[src/rtl/core/kbdrpt_pkg.sv]
// ----------------------------------------------------------------------------
// Keyboard report package
// Shared constants, opcodes, item and report types for the key slot manager.
// ----------------------------------------------------------------------------
package kbdrpt_pkg;

	localparam int unsigned KeySlotCount = 6;
	localparam int unsigned ShownSlots   = 6;
	localparam int unsigned InDataW      = 24;
	localparam int unsigned OutDataW     = 64;
	localparam int unsigned PaddrW       = 3;
	localparam int unsigned PdataW       = 32;

	localparam logic [2:0] OP_PRESS_KEY   = 3'd0;
	localparam logic [2:0] OP_RELEASE_KEY = 3'd1;
	localparam logic [2:0] OP_MOD_SET     = 3'd2;
	localparam logic [2:0] OP_MOD_CLEAR   = 3'd3;
	localparam logic [2:0] OP_RELEASE_ALL = 3'd4;

	localparam logic REG_ROLLOVER = 1'b0;

	localparam logic [7:0] KEY_NONE       = 8'h00;
	localparam logic [7:0] ROLLOVER_RESET = 8'h01;

	// opcode in the lowest bits, then key_code, then modifier_mask
	typedef struct packed {
		logic [7:0] modifier_mask;
		logic [7:0] key_code;
		logic [2:0] opcode;
	} kbdrpt_item_t;

	typedef logic [KeySlotCount-1:0][7:0] kbdrpt_slots_t;

	typedef struct packed {
		logic [7:0]    modifier;
		kbdrpt_slots_t slots;
		logic          send;
	} kbdrpt_report_t;

	// modifier byte, shown slots, send flag from the lowest bit up
	function automatic logic [OutDataW-1:0] pack_report(input kbdrpt_report_t rpt);
		logic [OutDataW-1:0] word;
		word = '0;
		word[7:0] = rpt.modifier;
		for (int i = 0; i < ShownSlots; i++) begin
			if (i < KeySlotCount) begin
				word[8*(i+1) +: 8] = rpt.slots[i];
			end
		end
		word[8*(ShownSlots+1)] = rpt.send;
		return word;
	endfunction

endpackage

[src/rtl/core/keyboard_report_key_slot_manager.sv]
// ----------------------------------------------------------------------------
// Keyboard report key slot manager
// Boot keyboard report (modifier byte and six key slots) driven by requests.
// ----------------------------------------------------------------------------
// Usage:
//   Requests arrive on the s_ stream: opcode, key_code and modifier_mask.
//   Opcodes press or release a key, set or clear modifier bits, or release
//   everything. Each request gives exactly one report on the m_ stream: the
//   modifier byte, the six key slots and a send_request flag.
//   The rollover code (APB register 0, address 0) is placed in slot 0 when
//   a key is pressed with every slot full; write it only while idle.
// Timing:
//   The request is held in the input register, the slot compare and
//   first-empty pick run combinationally, and the updated report lands in
//   the result register. One request per cycle is taken while the receiver
//   keeps m_tready high.
// Reset and stall:
//   Reset clears the modifier byte and every slot and sets the rollover code
//   to 1. When m_tready is low the result register holds, the input register
//   fills, and s_tready drops until the result is taken.
// ----------------------------------------------------------------------------
module keyboard_report_key_slot_manager (
	input  logic                            clk,
	input  logic                            arst_n,
	input  logic                            s_tvalid,
	output logic                            s_tready,
	// opcode[2:0], key_code[10:3], modifier_mask[18:11], zero fill
	input  logic [kbdrpt_pkg::InDataW-1:0]  s_tdata,
	output logic                            m_tvalid,
	input  logic                            m_tready,
	// modifier_byte[7:0], slot_zero..slot_five[55:8], send_request[56], zero fill
	output logic [kbdrpt_pkg::OutDataW-1:0] m_tdata,
	input  logic                            psel,
	input  logic                            penable,
	input  logic                            pwrite,
	input  logic [kbdrpt_pkg::PaddrW-1:0]   paddr,
	input  logic [kbdrpt_pkg::PdataW-1:0]   pwdata,
	output logic [kbdrpt_pkg::PdataW-1:0]   prdata,
	output logic                            pready
);
	import kbdrpt_pkg::*;

	logic                s_accept;
	logic                advance;
	logic                valid_s1;
	kbdrpt_item_t        item_s1;
	logic [7:0]          modifier_q;
	kbdrpt_slots_t       slots_q;
	logic [7:0]          rollover_code;
	kbdrpt_report_t      next_rpt;
	logic                m_valid_q;
	logic [OutDataW-1:0] m_data_q;

	kbdrpt_cfg_regs u_cfg (
		.clk           (clk),
		.arst_n        (arst_n),
		.psel          (psel),
		.penable       (penable),
		.pwrite        (pwrite),
		.paddr         (paddr),
		.pwdata        (pwdata),
		.prdata        (prdata),
		.pready        (pready),
		.rollover_code (rollover_code)
	);

	// advance the held request when the result register is free or draining
	assign advance  = valid_s1 && (!m_valid_q || m_tready);
	assign s_tready = !valid_s1 || advance;
	assign s_accept = s_tvalid && s_tready;

	always_ff @(posedge clk or negedge arst_n) begin
		if (!arst_n) begin
			valid_s1 <= 1'b0;
		end else if (s_accept) begin
			valid_s1 <= 1'b1;
		end else if (advance) begin
			valid_s1 <= 1'b0;
		end
	end

	always_ff @(posedge clk) begin
		if (s_accept) begin
			item_s1 <= kbdrpt_item_t'(s_tdata[$bits(kbdrpt_item_t)-1:0]);
		end
	end

	kbdrpt_slot_update u_update (
		.item          (item_s1),
		.modifier      (modifier_q),
		.slots         (slots_q),
		.rollover_code (rollover_code),
		.next_rpt      (next_rpt)
	);

	// commit the report state only as the request moves into the result register
	always_ff @(posedge clk or negedge arst_n) begin
		if (!arst_n) begin
			modifier_q <= '0;
			slots_q    <= '0;
		end else if (advance) begin
			modifier_q <= next_rpt.modifier;
			slots_q    <= next_rpt.slots;
		end
	end

	always_ff @(posedge clk or negedge arst_n) begin
		if (!arst_n) begin
			m_valid_q <= 1'b0;
		end else if (advance) begin
			m_valid_q <= 1'b1;
		end else if (m_tready) begin
			m_valid_q <= 1'b0;
		end
	end

	always_ff @(posedge clk) begin
		if (advance) begin
			m_data_q <= pack_report(next_rpt);
		end
	end

	assign m_tvalid = m_valid_q;
	assign m_tdata  = m_data_q;

endmodule

[src/rtl/core/kbdrpt_cfg_regs.sv]
// ----------------------------------------------------------------------------
// Keyboard report configuration registers
// APB-style register file holding the rollover key code.
// ----------------------------------------------------------------------------
module kbdrpt_cfg_regs (
	input  logic                          clk,
	input  logic                          arst_n,
	input  logic                          psel,
	input  logic                          penable,
	input  logic                          pwrite,
	input  logic [kbdrpt_pkg::PaddrW-1:0] paddr,
	input  logic [kbdrpt_pkg::PdataW-1:0] pwdata,
	output logic [kbdrpt_pkg::PdataW-1:0] prdata,
	output logic                          pready,
	output logic [7:0]                    rollover_code
);
	import kbdrpt_pkg::*;

	logic       wr_en;
	logic [7:0] rollover_q;

	assign pready = 1'b1;
	assign wr_en  = psel && penable && pwrite && pready;

	always_ff @(posedge clk or negedge arst_n) begin
		if (!arst_n) begin
			rollover_q <= ROLLOVER_RESET;
		end else if (wr_en && (paddr[2] == REG_ROLLOVER)) begin
			rollover_q <= pwdata[7:0];
		end
	end

	always_comb begin
		prdata = '0;
		if (paddr[2] == REG_ROLLOVER) begin
			prdata[7:0] = rollover_q;
		end
	end

	assign rollover_code = rollover_q;

endmodule

[src/rtl/core/kbdrpt_slot_update.sv]
// ----------------------------------------------------------------------------
// Keyboard report slot update
// Applies one request to the modifier byte and key slots.
// ----------------------------------------------------------------------------
module kbdrpt_slot_update (
	input  kbdrpt_pkg::kbdrpt_item_t  item,
	input  logic [7:0]                modifier,
	input  kbdrpt_pkg::kbdrpt_slots_t slots,
	input  logic [7:0]                rollover_code,
	output kbdrpt_pkg::kbdrpt_report_t next_rpt
);
	import kbdrpt_pkg::*;

	always_comb begin
		logic present;
		logic placed;
		present = 1'b0;
		placed  = 1'b0;
		next_rpt.modifier = modifier;
		next_rpt.slots    = slots;
		next_rpt.send     = 1'b0;
		// an empty slot matches key code zero
		for (int i = 0; i < KeySlotCount; i++) begin
			if (slots[i] == item.key_code) begin
				present = 1'b1;
			end
		end
		case (item.opcode)
			OP_PRESS_KEY: begin
				if (!present) begin
					next_rpt.send = 1'b1;
					for (int i = 0; i < KeySlotCount; i++) begin
						if (!placed && (slots[i] == KEY_NONE)) begin
							next_rpt.slots[i] = item.key_code;
							placed = 1'b1;
						end
					end
					if (!placed) begin
						next_rpt.slots    = '0;
						next_rpt.slots[0] = rollover_code;
					end
				end
			end
			OP_RELEASE_KEY: begin
				for (int i = 0; i < KeySlotCount; i++) begin
					if (!placed && (slots[i] == item.key_code)) begin
						next_rpt.slots[i] = KEY_NONE;
						placed = 1'b1;
					end
				end
				next_rpt.send = placed;
			end
			OP_MOD_SET: begin
				next_rpt.modifier = modifier | item.modifier_mask;
				next_rpt.send     = 1'b1;
			end
			OP_MOD_CLEAR: begin
				next_rpt.modifier = modifier & ~item.modifier_mask;
				next_rpt.send     = 1'b1;
			end
			OP_RELEASE_ALL: begin
				next_rpt.modifier = '0;
				next_rpt.slots    = '0;
			end
			default: begin
			end
		endcase
	end

endmodule

[config.mk]
export PLATFORM = sky130hd
export DESIGN_NAME = keyboard_report_key_slot_manager
export DESIGN_NICKNAME = d
export VERILOG_FILES = /design/src/rtl/core/kbdrpt_pkg.sv /design/src/rtl/core/keyboard_report_key_slot_manager.sv /design/src/rtl/core/kbdrpt_cfg_regs.sv /design/src/rtl/core/kbdrpt_slot_update.sv
export SDC_FILE = /design/constraint.sdc
export NUM_CORES = 1
export LEC_CHECK = 0
export BUFFER_PORTS_ARGS = -buffer_cell sky130_fd_sc_hd__buf_2
export CAP_MARGIN = 15
export CELL_PAD_IN_SITES_DETAIL_PLACEMENT = 0
export CELL_PAD_IN_SITES_GLOBAL_PLACEMENT = 2
export CORE_ASPECT_RATIO = 1.75
export CORE_UTILIZATION = 32
export DETAILED_ROUTE_END_ITERATION = 10
export GPL_ROUTABILITY_DRIVEN = 0
export PLACE_DENSITY = 0.74
export REMOVE_ABC_BUFFERS = 1
export SLEW_MARGIN = 0
export SYNTH_ARGS = -nofsm -noshare
export SYNTH_HDL_FRONTEND = slang
export SYNTH_SLANG_ARGS = --single-unit
export TNS_END_PERCENT = 100
[constraint.sdc]
create_clock -name clk -period 7.5 [get_ports clk]
set_input_delay 0.75 -clock clk [delete_from_list [all_inputs] [get_ports clk]]
set_output_delay 0.75 -clock clk [all_outputs]
set_load 0.01 [all_outputs]
# == Word level (Yosys, flattened, before mapping) ==
# Cells that the tools add are included.
# totals
word_cells,123
register_bits,142
in_bits,66
output_inout_bits,99
# op_classes
n_reduce_logical,39
muxes,56
bitwise_logic,4
n_eq_ne,10
# ops
cell,count
one-hot mux 48 bit (3 select lines),1
two-way mux 8 bit,13
two-way mux 49 bit,1
== test 8 bit,6
logical NOT 8 bit,6
two-way mux 48 bit,1
two-way mux 1 bit,38
one-hot mux 8 bit (3 select lines),1
logical AND 1 bit,15
logical NOT 1 bit,12
bitwise AND 8 bit,1
NOT 8 bit,1
bitwise OR 8 bit,1
"== test 3 x 2 -> 1 bit, second input constant",2
nonzero test 2 bit,2
"== test 3 x 1 -> 1 bit, second input constant",1
"== test 3 bit, second input constant",1
logical NOT 3 bit,1
one-hot mux 1 bit (3 select lines),1
logical OR 1 bit,2
OR reduction 2 bit,1
NOT 1 bit,1

# == Longest topological paths before layout ==
# depth
depth_word,37
ltp_mapped,11
ltp_nobuf,7

# == Cells and area by module ==
# Synthesis repeated with hierarchy kept, for this count alone.
# unflattened
hier_cells,547
area_unflattened_um2,7247.0
# modules_own_cells
module,cells_each,area_each_um2,seq_area_each_um2,instances
keyboard_report_key_slot_manager,211,4634.4,3733.6,1
kbdrpt_slot_update,284,2031.9,0.0,1
kbdrpt_cfg_regs,52,580.6,201.4,1

# == Worst setup path before layout ==
# OpenSTA, ideal clock, no wires.
# synth_path
path_type,input to register
start,input port m_tready
end,register slots_q[0] in the netlist's numbering
slack_ns,3.275
path_buffers,1
setup_ns,0.123
required_time_ns,7.377
path_stages,6
arrival_ns,4.102
path_cell_list,nand2b_1 nand2_1 inv_1 clkbuf_1 o21ai_0 a22o_1
# synth_via
elab_chain_len,2
# synth_rtl
item,line,rtl
start: declaration,keyboard_report_key_slot_manager.sv:30,"input logic m_tready,"
logical OR 1 bit,keyboard_report_key_slot_manager.sv:68,assign advance = valid_s1 && (!m_valid_q || m_tready);
logical AND 1 bit,keyboard_report_key_slot_manager.sv:68,
net advance,keyboard_report_key_slot_manager.sv:44,logic advance;
end signal: assignment,keyboard_report_key_slot_manager.sv:103,slots_q <= next_rpt.slots;
end: declaration,keyboard_report_key_slot_manager.sv:48,kbdrpt_slots_t slots_q;
# The timed path passes the listed nets, and every way through them passes these cells.
# A chain may end at the register's enable or synchronous reset.

==> flow_metrics.tcl <==
set metrics [dict create \
    path_buf_inv 0 \
    max_cap_viol_count 0 \
    post-cts-setup-buffer-count 0 \
    flop2flop_setup_slack_ns 3.78 \
    grt_util_met3_pct 3.75 \
    finalHoldViolCount 0 \
    timing.critical_path.required_ns 7.68 \
    top_usage_layer "met2" \
    count_of_final_setup_violators 0 \
    grtUsageMet2_pct 31.0 \
    final-instance-count-excl-fill 1010 \
    drive_above_1_share_pct 24.8 \
    grt_start_max_net_pins 67 \
    cp.depth 7 \
    synth_seq_area_share_pct 53.6 \
    rows 73 \
    fin_setup_tns_ns 0 \
    final_common_cell "buf_2" \
    grt_pass1_wl_um 30400 \
    critical_path.endpoint_type "flip-flop" \
    post-route-period-util_pct 49.6 \
    share_of_async_settable_or_async_resettable_flops_after_synthesis_pct 46.5 \
    initial_core_util_pct 32.4 \
    drc 0 \
    path_delay_family "simple AND/OR/NAND/NOR gates" \
    cp_data_arrival_time_ns 3.90 \
    cp-startpoint "item_s1[7]" \
    slew_headroom_pct 24.9 \
    fin_worst_skew_ns 0.00640 \
    final_util_pct 37.7 \
    grt_pass1_vias 5538 \
    pin_count 165 \
    maximum_resistive_drop_on_vdd_mv 0.164 \
    p_per_area_mw_per_mm2 343 \
    cts_made_buffers 17 \
    postSynthCellCount 613 \
    syn2layout_area_growth_pct 16.3 \
    postSynthRegisterBits 142 \
    clk_path_buf_depth 2 \
    via_count_normalized_by_instance_count 5.36 \
    cts_tree "yes" \
    via_count 5416 \
    synth_ff_type "edfxtp_1" \
    clk_root_buffer_cell "clkbuf_16" \
    drt_first_iter_violations 234 \
    clk-insertion-delay-late_ns 0.44 \
    worstHoldPathType "in -> reg" \
    place_inst 978 \
    chipWidth_um 116 \
    ff2ff_path_depth 7 \
    worst-slew-pin-transition_ns 1.11 \
    netlist_area_mm2 0.00734 \
    hpwlAfterDp_um 13600 \
    drt-pass1-iter-count 5 \
    outcome "completed" \
    critical_path_maximum_fanout 21 \
    final_cell_mix "buf_2, edfxtp_1, dfrtp_1, a22o_1, nand2_1" \
    synth.lib_cells_used.distinct 55 \
    clk_pin_slew_ns 0.06 \
    synth-edff-count 76 \
    grt_overflow_total 0 \
    cts.sinks 142 \
    cts_hold_buf 0 \
    final_net_count 763 \
    initial_antenna_violation_count 0 \
    max_clock_freq_mhz 269 \
    gr-usage-met1_pct 19.1 \
    port_buffer_count 101 \
    core_outline_area_mm2 0.0227 \
    final.min_clock_period_ns 3.72 \
    grt_setup_unrepaired "no" \
    crit-reg2reg-launch "item_s1[7]" \
    critical_path.max_stage_delay_ns 0.95 \
    total_wire_length_after_detailed_routing_um 19600 \
    timing_max_transition_violations_final 0 \
    synth.avg_cell_area_um2 12.0 \
    htree_num_levels 4 \
    crit_path_end "m_tdata[15]" \
    post_drt_wl_per_cell_um 19.4 \
    cp_slowest_cell "edfxtp_1" \
    leakagePower_nw 3.62 \
    r2r_end "m_tdata[15]" \
    post_cts_resize_count 0 \
    die_height_um 202 \
    floorplan.die_area_mm2 0.0236 \
    antennaDiodeCount 0 \
    grt_usage_pct 17.5 \
    path_class "reg -> reg" \
    worst_setup_path_start_kind "flip-flop" \
    crit_path_cell_trace "xor2_1 -> nor4_1 -> nand2_1 -> and4_1 -> nand3_1 -> o21a_1 -> a22o_1" \
    ant_nets 0 \
    synth-warning-count 0 \
    worst_hold_slack_across_all_endpoints_ns 0.488 \
]
[layout make-up]
cell class	instances	area (µm²)
sequential	142	3940
clock buffer	19	433
fill	2295	14100
multi-input combinational	428	3050
timing repair buffer	106	543
inverter	2	7.51
tap	300	375
clock inverter	13	188
[sequential cells by signal, indices dropped and copies added, names as in the netlist]
signal and count:
item_s1 19, m_tdata 57, m_tvalid 1, modifier_q 8
slots_q 48, u_cfg.rollover_code 8, valid_s1 1
[synth_stat cells, types with 3 or more instances]
master	count	area, µm²
a21boi_0	8	60.1
a21oi_1	11	55.1
a22o_1	64	561
a311oi_1	10	87.6
a31o_2	14	123
a31oi_1	3	18.8
a32o_1	18	180
and2_1	5	31.3
buf_2	13	65.1
buf_4	34	255
buf_6	6	67.6
clkbuf_1	17	63.8
dfrtp_1	65	1630
edfxtp_1	76	2280
mux2_2	8	90.1
nand2_1	56	210
nand2b_1	7	43.8
nand3_1	9	45.0
nor2_1	16	60.1
nor2b_1	10	62.6
nor3_1	5	25.0
nor4_1	24	150
nor4_4	4	85.1
o211a_1	4	40.0
o21a_1	8	60.1
o21ai_0	14	70.1
o22a_1	13	114
o22ai_1	4	25.0
o32a_1	5	50.1
or2_2	3	18.8
xor2_1	48	420
[cell families (layout without fill, tap and decap cells)]
group	after synthesis	after routing	share of synthesized area [%]
buffers and inverters	73	140	6.31
flip-flops	142	142	53.6
multiplexers	8	8	1.23
other	2	32	0.102
AO/OA/AOI/OAI	184	184	20.8
AND/OR/NAND/NOR	155	155	12.1
XOR/XNOR	49	49	5.85
[how the worst min path moves through the flow]
stage | from | end | cells after the start
2_1_floorplan | arst_n | m_tvalid | 0
3_3_place_gp | valid_s1 | m_tvalid | 1
3_5_place_dp | modifier_q[4] | modifier_q[4] | 2
4_1_cts | s_tdata[3] | item_s1[3] | 1
5_1_grt | s_tdata[3] | item_s1[3] | 1
6_report | s_tdata[3] | item_s1[3] | 1
[layer usage]
metal  wire length, µm  vias up
met5                 0        -
met1              7560     2717
met2             10600      203
li1                  -     2460
met4               603        0
met3               830       36
[power by group]
part	internal (mW)	switching (mW)	total, mW
clock network	0.557	0.334	0.891
registers	0.994	0.152	1.15
logic	0.370	0.520	0.891
[stage by stage]
| step | instance area, µm² | total power [mW] | setup slack (ns) |
|---|---|---|---|
| floorplan | 6990 | 1.75 | 3.85 |
| CTS | 8530 | 2.95 | 3.84 |
| finish | 8530 | 2.93 | 3.78 |
| global placement | 7910 | 2.02 | 3.60 |
| global route | 8530 | 3.08 | 3.59 |
| detailed placement | 7910 | 2.05 | 3.54 |
(Power assumes the default switching activity.)
